**src/sv/lmbr_pkg.sv**
```systemverilog
`default_nettype none

package lmbr_pkg;

   // register indexes on the configuration port
   localparam int unsigned CSR_IDX_W = 2;
   localparam logic [CSR_IDX_W-1:0] CSR_CHECK_INTERVAL = 2'd0;
   localparam logic [CSR_IDX_W-1:0] CSR_RETRY_MIN      = 2'd1;
   localparam logic [CSR_IDX_W-1:0] CSR_RETRY_MAX      = 2'd2;

   // register reset values
   localparam logic [31:0] CHECK_INTERVAL_RST = 32'd5000;
   localparam logic [31:0] RETRY_MIN_RST      = 32'd5000;
   localparam logic [31:0] RETRY_MAX_RST      = 32'd300000;

   // link event codes
   localparam logic [1:0] EV_NONE    = 2'd0;
   localparam logic [1:0] EV_RESTORE = 2'd1;
   localparam logic [1:0] EV_LOSS    = 2'd2;

   typedef struct packed {
      logic [31:0] check_interval_ms;
      logic [31:0] retry_min_ms;
      logic [31:0] retry_max_ms;
   } cfg_type;

   typedef struct packed {
      logic [31:0] now_ms;
      logic        link_up;
      logic        have_credentials;
      logic        clear_stats;
   } item_type;

   typedef struct packed {
      logic        reconnect_request;
      logic [1:0]  link_event;
      logic [31:0] disconnect_total;
      logic [31:0] uptime_ms;
      logic [31:0] downtime_ms;
      logic [31:0] last_loss_time;
      logic [31:0] last_restore_time;
      logic [31:0] current_retry_ms;
   } result_type;

   typedef struct packed {
      logic [31:0] last_check_time;
      logic [31:0] retry_delay;
      logic        prev_link_up;
      logic [31:0] up_since;
      logic [31:0] down_since;
      logic        up_running;
      logic        down_running;
      logic [31:0] last_attempt_time;
      logic [31:0] loss_count;
      logic [31:0] uptime_acc;
      logic [31:0] downtime_acc;
      logic [31:0] loss_stamp;
      logic [31:0] restore_stamp;
   } state_type;

endpackage

`default_nettype wire

```
**src/sv/lmbr_req_if.sv**
```systemverilog
`default_nettype none

interface lmbr_req_if;
   logic        valid;
   logic        ready;
   logic [31:0] now_ms;
   logic        link_up;
   logic        have_credentials;
   logic        clear_stats;

   modport source (output valid, now_ms, link_up, have_credentials, clear_stats,
                   input ready);
   modport sink   (input valid, now_ms, link_up, have_credentials, clear_stats,
                   output ready);
endinterface

`default_nettype wire

```
**src/sv/lmbr_rsp_if.sv**
```systemverilog
`default_nettype none

interface lmbr_rsp_if;
   logic        valid;
   logic        ready;
   logic        reconnect_request;
   logic [1:0]  link_event;
   logic [31:0] disconnect_total;
   logic [31:0] uptime_ms;
   logic [31:0] downtime_ms;
   logic [31:0] last_loss_time;
   logic [31:0] last_restore_time;
   logic [31:0] current_retry_ms;

   modport source (output valid, reconnect_request, link_event, disconnect_total,
                          uptime_ms, downtime_ms, last_loss_time, last_restore_time,
                          current_retry_ms,
                   input ready);
   modport sink   (input valid, reconnect_request, link_event, disconnect_total,
                         uptime_ms, downtime_ms, last_loss_time, last_restore_time,
                         current_retry_ms,
                   output ready);
endinterface

`default_nettype wire

```
**src/sv/lmbr_csr_if.sv**
```systemverilog
`default_nettype none

interface lmbr_csr_if;
   logic        valid;
   logic        ready;
   logic [1:0]  index;
   logic [31:0] data;

   modport source (output valid, index, data, input ready);
   modport sink   (input valid, index, data, output ready);
endinterface

`default_nettype wire

```
**src/sv/lmbr_csr_regs.sv**
```systemverilog
`default_nettype none

module lmbr_csr_regs (
   input  wire logic          clock,
   input  wire logic          reset,
   lmbr_csr_if.sink           csr_in,
   output lmbr_pkg::cfg_type  cfg
);
   import lmbr_pkg::*;

   cfg_type cfg_ff;
   cfg_type cfg_in;

   // writes are always taken
   assign csr_in.ready = 1'b1;
   assign cfg          = cfg_ff;

   // register decode
   always_comb begin
      cfg_in = cfg_ff;
      if (csr_in.valid) begin
         unique case (csr_in.index)
            CSR_CHECK_INTERVAL: cfg_in.check_interval_ms = csr_in.data;
            CSR_RETRY_MIN:      cfg_in.retry_min_ms      = csr_in.data;
            CSR_RETRY_MAX:      cfg_in.retry_max_ms      = csr_in.data;
            default:            cfg_in                   = cfg_ff;
         endcase
      end
   end

   always_ff @(posedge clock) begin
      if (reset) begin
         cfg_ff.check_interval_ms <= CHECK_INTERVAL_RST;
         cfg_ff.retry_min_ms      <= RETRY_MIN_RST;
         cfg_ff.retry_max_ms      <= RETRY_MAX_RST;
      end else begin
         cfg_ff <= cfg_in;
      end
   end
endmodule

`default_nettype wire

```
**src/sv/lmbr_step.sv**
```systemverilog
`default_nettype none

module lmbr_step (
   input  wire lmbr_pkg::item_type   item,
   input  wire lmbr_pkg::state_type  state,
   input  wire lmbr_pkg::cfg_type    cfg,
   output lmbr_pkg::state_type       state_next,
   output lmbr_pkg::result_type      result
);
   import lmbr_pkg::*;

   always_comb begin
      state_type   s;
      logic        due;
      logic        attempt;
      logic [32:0] doubled;
      logic [31:0] up_out;
      logic [31:0] down_out;

      s        = state;
      result   = '0;
      attempt  = 1'b0;

      // clear of statistics goes first
      if (item.clear_stats) begin
         s.loss_count    = '0;
         s.uptime_acc    = '0;
         s.downtime_acc  = '0;
         s.loss_stamp    = '0;
         s.restore_stamp = '0;
      end

      due     = (item.now_ms - state.last_check_time) >= cfg.check_interval_ms;
      doubled = {state.retry_delay, 1'b0};

      if (due) begin
         s.last_check_time = item.now_ms;
         // link edges
         if (item.link_up && !state.prev_link_up) begin
            result.link_event = EV_RESTORE;
            s.restore_stamp   = item.now_ms;
            if (state.down_running) begin
               s.downtime_acc = s.downtime_acc + (item.now_ms - state.down_since);
            end
            s.down_running = 1'b0;
            s.down_since   = '0;
            s.up_since     = item.now_ms;
            s.up_running   = 1'b1;
            s.retry_delay  = cfg.retry_min_ms;
         end else if (!item.link_up && state.prev_link_up) begin
            result.link_event = EV_LOSS;
            s.loss_count      = s.loss_count + 32'd1;
            s.loss_stamp      = item.now_ms;
            if (state.up_running) begin
               s.uptime_acc = s.uptime_acc + (item.now_ms - state.up_since);
            end
            s.up_running   = 1'b0;
            s.up_since     = '0;
            s.down_since   = item.now_ms;
            s.down_running = 1'b1;
         end
         s.prev_link_up = item.link_up;

         // reconnect with doubling backoff, a restore never coincides with it
         attempt = !item.link_up && item.have_credentials &&
                   ((item.now_ms - state.last_attempt_time) >= state.retry_delay);
         if (attempt) begin
            s.last_attempt_time = item.now_ms;
            if (doubled > {1'b0, cfg.retry_max_ms}) begin
               s.retry_delay = cfg.retry_max_ms;
            end else begin
               s.retry_delay = doubled[31:0];
            end
         end
      end

      // live intervals folded into the reported totals
      up_out   = s.uptime_acc;
      down_out = s.downtime_acc;
      if (s.prev_link_up && s.up_running) begin
         up_out = s.uptime_acc + (item.now_ms - s.up_since);
      end
      if (!s.prev_link_up && s.down_running) begin
         down_out = s.downtime_acc + (item.now_ms - s.down_since);
      end

      result.reconnect_request = attempt;
      result.disconnect_total  = s.loss_count;
      result.uptime_ms         = up_out;
      result.downtime_ms       = down_out;
      result.last_loss_time    = s.loss_stamp;
      result.last_restore_time = s.restore_stamp;
      result.current_retry_ms  = s.retry_delay;

      state_next = s;
   end
endmodule

`default_nettype wire

```
**src/sv/link_monitor_backoff_retry_core.sv**
```systemverilog
`default_nettype none

// an accepted request beat passes through the input register and the result register to its response beat
// throughput: one item per cycle while the response side is ready, set by the combinational state update step
// reset: synchronous, clears pipeline valids, monitor state and loads register defaults
// configuration writes take effect the cycle after the write beat
module link_monitor_backoff_retry_core (
   input  wire logic  clock,
   input  wire logic  reset,
   lmbr_req_if.sink   req_in,
   lmbr_rsp_if.source rsp_out,
   lmbr_csr_if.sink   csr_in
);
   import lmbr_pkg::*;

   cfg_type    cfg;
   item_type   item_ff;
   logic       stage_valid_ff;
   state_type  state_ff;
   state_type  state_in;
   result_type result_in;
   result_type result_ff;
   logic       out_valid_ff;
   logic       advance;

   // configuration registers
   lmbr_csr_regs u_csr (
      .clock  (clock),
      .reset  (reset),
      .csr_in (csr_in),
      .cfg    (cfg)
   );

   // monitor step on the registered item
   lmbr_step u_step (
      .item       (item_ff),
      .state      (state_ff),
      .cfg        (cfg),
      .state_next (state_in),
      .result     (result_in)
   );

   // pipeline handshake
   assign advance      = stage_valid_ff && (!out_valid_ff || rsp_out.ready);
   assign req_in.ready = !stage_valid_ff || advance;

   // input register
   always_ff @(posedge clock) begin
      if (reset) begin
         stage_valid_ff <= 1'b0;
      end else if (req_in.ready) begin
         stage_valid_ff <= req_in.valid;
      end
   end

   always_ff @(posedge clock) begin
      if (req_in.valid && req_in.ready) begin
         item_ff.now_ms           <= req_in.now_ms;
         item_ff.link_up          <= req_in.link_up;
         item_ff.have_credentials <= req_in.have_credentials;
         item_ff.clear_stats      <= req_in.clear_stats;
      end
   end

   // monitor state
   always_ff @(posedge clock) begin
      if (reset) begin
         state_ff <= '{retry_delay: RETRY_MIN_RST, default: '0};
      end else if (advance) begin
         state_ff <= state_in;
      end
   end

   // result register
   always_ff @(posedge clock) begin
      if (reset) begin
         out_valid_ff <= 1'b0;
      end else if (advance) begin
         out_valid_ff <= 1'b1;
      end else if (rsp_out.ready) begin
         out_valid_ff <= 1'b0;
      end
   end

   always_ff @(posedge clock) begin
      if (advance) begin
         result_ff <= result_in;
      end
   end

   assign rsp_out.valid             = out_valid_ff;
   assign rsp_out.reconnect_request = result_ff.reconnect_request;
   assign rsp_out.link_event        = result_ff.link_event;
   assign rsp_out.disconnect_total  = result_ff.disconnect_total;
   assign rsp_out.uptime_ms         = result_ff.uptime_ms;
   assign rsp_out.downtime_ms       = result_ff.downtime_ms;
   assign rsp_out.last_loss_time    = result_ff.last_loss_time;
   assign rsp_out.last_restore_time = result_ff.last_restore_time;
   assign rsp_out.current_retry_ms  = result_ff.current_retry_ms;
endmodule

`default_nettype wire
```
**src/flat_wrapper.sv**
```systemverilog
// flat-port wrapper written by rule: the top's interface ports become plain ports
module link_monitor_backoff_retry_core_flat import lmbr_pkg::*;
  (clock, reset, req_in_valid, req_in_now_ms, req_in_link_up, req_in_have_credentials, req_in_clear_stats, req_in_ready, rsp_out_valid, rsp_out_reconnect_request, rsp_out_link_event, rsp_out_disconnect_total, rsp_out_uptime_ms, rsp_out_downtime_ms, rsp_out_last_loss_time, rsp_out_last_restore_time, rsp_out_current_retry_ms, rsp_out_ready, csr_in_valid, csr_in_index, csr_in_data, csr_in_ready);
  lmbr_req_if req_in_i ();
  lmbr_rsp_if rsp_out_i ();
  lmbr_csr_if csr_in_i ();
  input  wire logic clock;
  input  wire logic reset;
  input wire logic [$bits(req_in_i.valid)-1:0] req_in_valid;
  input wire logic [$bits(req_in_i.now_ms)-1:0] req_in_now_ms;
  input wire logic [$bits(req_in_i.link_up)-1:0] req_in_link_up;
  input wire logic [$bits(req_in_i.have_credentials)-1:0] req_in_have_credentials;
  input wire logic [$bits(req_in_i.clear_stats)-1:0] req_in_clear_stats;
  output wire logic [$bits(req_in_i.ready)-1:0] req_in_ready;
  output wire logic [$bits(rsp_out_i.valid)-1:0] rsp_out_valid;
  output wire logic [$bits(rsp_out_i.reconnect_request)-1:0] rsp_out_reconnect_request;
  output wire logic [$bits(rsp_out_i.link_event)-1:0] rsp_out_link_event;
  output wire logic [$bits(rsp_out_i.disconnect_total)-1:0] rsp_out_disconnect_total;
  output wire logic [$bits(rsp_out_i.uptime_ms)-1:0] rsp_out_uptime_ms;
  output wire logic [$bits(rsp_out_i.downtime_ms)-1:0] rsp_out_downtime_ms;
  output wire logic [$bits(rsp_out_i.last_loss_time)-1:0] rsp_out_last_loss_time;
  output wire logic [$bits(rsp_out_i.last_restore_time)-1:0] rsp_out_last_restore_time;
  output wire logic [$bits(rsp_out_i.current_retry_ms)-1:0] rsp_out_current_retry_ms;
  input wire logic [$bits(rsp_out_i.ready)-1:0] rsp_out_ready;
  input wire logic [$bits(csr_in_i.valid)-1:0] csr_in_valid;
  input wire logic [$bits(csr_in_i.index)-1:0] csr_in_index;
  input wire logic [$bits(csr_in_i.data)-1:0] csr_in_data;
  output wire logic [$bits(csr_in_i.ready)-1:0] csr_in_ready;
  assign req_in_i.valid = req_in_valid;
  assign req_in_i.now_ms = req_in_now_ms;
  assign req_in_i.link_up = req_in_link_up;
  assign req_in_i.have_credentials = req_in_have_credentials;
  assign req_in_i.clear_stats = req_in_clear_stats;
  assign req_in_ready = req_in_i.ready;
  assign rsp_out_valid = rsp_out_i.valid;
  assign rsp_out_reconnect_request = rsp_out_i.reconnect_request;
  assign rsp_out_link_event = rsp_out_i.link_event;
  assign rsp_out_disconnect_total = rsp_out_i.disconnect_total;
  assign rsp_out_uptime_ms = rsp_out_i.uptime_ms;
  assign rsp_out_downtime_ms = rsp_out_i.downtime_ms;
  assign rsp_out_last_loss_time = rsp_out_i.last_loss_time;
  assign rsp_out_last_restore_time = rsp_out_i.last_restore_time;
  assign rsp_out_current_retry_ms = rsp_out_i.current_retry_ms;
  assign rsp_out_i.ready = rsp_out_ready;
  assign csr_in_i.valid = csr_in_valid;
  assign csr_in_i.index = csr_in_index;
  assign csr_in_i.data = csr_in_data;
  assign csr_in_ready = csr_in_i.ready;
  link_monitor_backoff_retry_core u_core (.clock(clock), .reset(reset), .req_in(req_in_i), .rsp_out(rsp_out_i), .csr_in(csr_in_i));
endmodule
```
**config.mk**
```make
export PLATFORM = sky130hd
export DESIGN_NAME = link_monitor_backoff_retry_core_flat
export DESIGN_NICKNAME = d
export VERILOG_FILES = /design/src/sv/lmbr_pkg.sv /design/src/sv/lmbr_req_if.sv /design/src/sv/lmbr_rsp_if.sv /design/src/sv/lmbr_csr_if.sv /design/src/sv/lmbr_csr_regs.sv /design/src/sv/lmbr_step.sv /design/src/sv/link_monitor_backoff_retry_core.sv /design/src/flat_wrapper.sv
export SDC_FILE = /design/constraint.sdc
export NUM_CORES = 2
export LEC_CHECK = 0
export BUFFER_PORTS_ARGS = -buffer_cell sky130_fd_sc_hd__buf_2
export CORE_MARGIN = 1.5
export CORE_UTILIZATION = 30
export DETAILED_ROUTE_END_ITERATION = 10
export GPL_ROUTABILITY_DRIVEN = 0
export PLACE_DENSITY = 0.42
export REMOVE_ABC_BUFFERS = 1
export SYNTH_ARGS = -nofsm -noshare
export SYNTH_HDL_FRONTEND = slang
export SYNTH_SLANG_ARGS = --single-unit
```
**constraint.sdc**
```tcl
create_clock -name clock -period 10.3 [get_ports clock]
set_input_delay 1.03 -clock clock [delete_from_list [all_inputs] [get_ports clock]]
set_output_delay 1.03 -clock clock [all_outputs]
set_load 0.1 [all_outputs]
```
==> impl_metrics.py <==
metrics = {
    "outcome": {
        "status": "finished, final reports clean",
    },
    "clocking": {
        "cts-root-buf": "clkbuf_16",
        "clkTransAtPathRegs_ns": 0.06,
        "clk_latency_ns": 0.72,
        "holdBufCountCts": 0,
        "cts_max_path_buffers": 3,
        "cts_buffers": 84,
        "cts_tree": "done",
        "numClockSinks": 651,
        "htreeDepth": 3,
    },
    "yosys": {
        "ys_warn_count": 0,
        "synth_top_area_share_pct": 20.4,
        "ys.flop_type": "dfxtp_1",
        "synth_common_cells": "nand2_1 (704), nor2_1 (469), dfxtp_1 (421), a21oi_1 (418), inv_1 (410)",
        "async_flop_share_pct": 0,
        "synth_top_area_cell": "dfxtp_1",
        "syn_area_per_cell_um2": 8.49,
        "ys_ff_latch": 651,
        "ys_types": 92,
        "seq_area_frac_synth_pct": 37.1,
        "yosysMostFrequentCell": "nand2_1",
        "syn_inst": 4870,
        "synth_area_leaders": "dfxtp_1 (20%), edfxtp_1 (17%), ha_1 (8.7%), nand2_1 (6.4%), fa_1 (6.1%)",
        "syn_area_mm2": 0.0413,
        "synth-edff-count": 230,
    },
    "drt": {
        "vias": 35000,
        "post-route-drc-count": 0,
        "wl_per_cell_um": 19.9,
        "drtIter0Drc": 2308,
        "ant_nets": 0,
        "viasPerCell": 5.04,
        "firstDrtPassIters": 6,
        "routed_wl_mm": 138,
    },
    "critical_path": {
        "worstPathArrival_ns": 10.11,
        "worstSetupStartpointType": "flop",
        "worstSetupEndpointType": "flop",
        "crit_path_max_incr_delay_ns": 0.56,
        "crit_fanout": 31,
        "path_class": "flop to flop",
        "crit_path_top_delay_cell": "fa_1",
        "cp.required_ns": 10.76,
    },
    "layout": {
        "final_cells": 6934,
        "fillerInstances": 14300,
        "regArea_mm2": 0.0153,
        "fin_area_mm2": 0.0477,
        "drive_above_1_share_pct": 11.1,
        "multiInputGateArea_mm2": 0.0237,
        "syn2layout_area_growth_pct": 15.4,
        "fin_nets": 5555,
        "post-route-util_pct": 34.8,
    },
    "floorplan": {
        "start_util_pct": 30.1,
        "die_w_um": 374,
        "die_height_um": 374,
        "die_area_mm2": 0.140,
        "std_cell_rows": 136,
        "core_mm2": 0.137,
        "io_pins": 272,
    },
    "power_and_ir_drop": {
        "ir_worst_vdd_mv": 0.139,
        "power_density_mw_per_mm2": 197,
        "total_leakage_power_nw": 18.9,
        "p_total_mw": 9.38,
    },
    "timing": {
        "timing.final.crit_share_pct": 93.7,
        "finalHoldViolCount": 0,
        "fin_crit_ns": 9.66,
        "worstMarginPinSlew_ns": 1.14,
        "setup_violations": 0,
        "maxSlewViolCount": 0,
        "clock.fmax_ghz": 0.104,
        "skew_ns": 0.0394,
        "max_slew_margin_pct": 23.8,
        "rsz0062_at_grt": "false",
        "setup_slack_ns": 0.644,
        "finalSetupTns_ns": 0,
        "hold_slack_ns": 0.452,
    },
    "placement": {
        "io_buffers": 270,
        "placed_cell_area_mm2": 0.0448,
        "placed_cells": 6775,
        "dpl.hpwl_mm": 99.3,
        "pre_cts_slack_ns": 0.300,
    },
    "global_route": {
        "grt_use_total_pct": 19.3,
        "grt_start_max_net_pins": 165,
        "antenna_found_initial": 18,
        "grt_util_met1_pct": 26.3,
        "grt_pass1_wl_mm": 208,
        "grtUsageMet2_pct": 31.1,
        "grt_overflow": 0,
        "grt_use_met3_pct": 3.71,
        "grt_busiest_layer": "met2",
        "grt_pass1_vias": 33200,
    },
    "min_path": {
        "hold_path.class": "flop to flop",
    },
    "flow_run": {
        "drv_cap": 0,
    },
}
placed cells by master (no fill, tap or decap), drive strengths merged, types with 15 or more instances in the layout:
cell    count
nand3      69
nand2b     33
nand4      32
nor2b      42
o21a       48
a31oi      24
o211ai     53
a21oi     418
and3       21
xor2       53
fa        126
inv       413
nor3      112
o21bai     29
a22o       32
and2       19
clkinv     26
a211oi     57
a211o      15
buf       357
ha        286
o21ai     309
nor2      471
a21o       90
clkbuf    113
dfxtp     421
mux2i      46
nand2     704
xnor2     135
o22ai      34
or3        20
a22oi     129
edfxtp    230
cell type report:
type | instances | area share (%)
well taps | 1794 | 4.71
clock inverters | 43 | 1.02
clock buffers | 113 | 4.85
multi-input cells | 3563 | 49.6
flip-flops and latches | 651 | 32.2
inverters | 412 | 3.27
diodes | 1 | 0.00525
repair buffers | 357 | 4.36
power breakdown:
part | internal, mW | leakage [nW] | switching, mW
clock | 1.81 | 1.36 | 1.25
sequential | 2.88 | 5.61 | 0.0880
combinational | 1.04 | 12.0 | 2.31
total | 5.73 | 18.9 | 3.65
cells by family after synthesis:
group	count (synthesis)	synth area share (%)
AND/OR/NAND/NOR	1568	16.4
other	1	0.00907
multiplexers	59	1.47
flip-flops	651	37.1
XOR/XNOR	188	3.98
AO/OA/AOI/OAI	1335	20.3
buffers and inverters	656	6.04
adder cells (fa/ha/maj)	412	14.8
repair_timing:
action                                  4_1_cts  5_1_grt
endpoints found under the setup margin        0       14
endpoints found under the hold margin         0        0
gates resized for setup                       0        8
setup buffers                                 0        2
metal layers:
layer	up-vias	wire, µm	part of all wire (%)
li1	17300	-	-
met1	16800	65000	47
met2	739	62300	45
met3	135	7290	5.3
met4	12	3200	2.3
met5	-	64	0.046
critical path, delay by kind of cell, from the launching register on:
family                     cells  cell delay (ns)
AOI/OAI and AO/OA             21             5.48
xor gates and xnor gates       1             0.08
adders and majority gates      5             1.89
buffers and inverters          4             0.62
DFF                            1             0.45
and+or+nand+nor                5             0.85
registers in the layout (all words and copies together) (netlist names), 32 cells and up:
signal and cells:
u_core.item_ff 35, u_core.rsp_out.current_retry_ms 32, u_core.rsp_out.disconnect_total 32, u_core.rsp_out.downtime_ms 32, u_core.rsp_out.last_loss_time 32, u_core.rsp_out.last_restore_time 32, u_core.rsp_out.uptime_ms 32, u_core.state_ff 323
u_core.u_csr.cfg 96
worst paths after layout:
kind                                            from                      endpoint  slack, ns  depth (start not counted)
worst min register to register  u_core.u_csr.cfg[32]          u_core.u_csr.cfg[32]       0.45                          2
worst max-delay path               u_core.item_ff[3]  u_core.rsp_out.uptime_ms[28]       0.64                         36
worst max register to register     u_core.item_ff[3]  u_core.rsp_out.uptime_ms[28]       0.64                         36
worst min-delay path            u_core.u_csr.cfg[32]          u_core.u_csr.cfg[32]       0.45                          2
No activity file was read; power rests on OpenSTA's default activity.
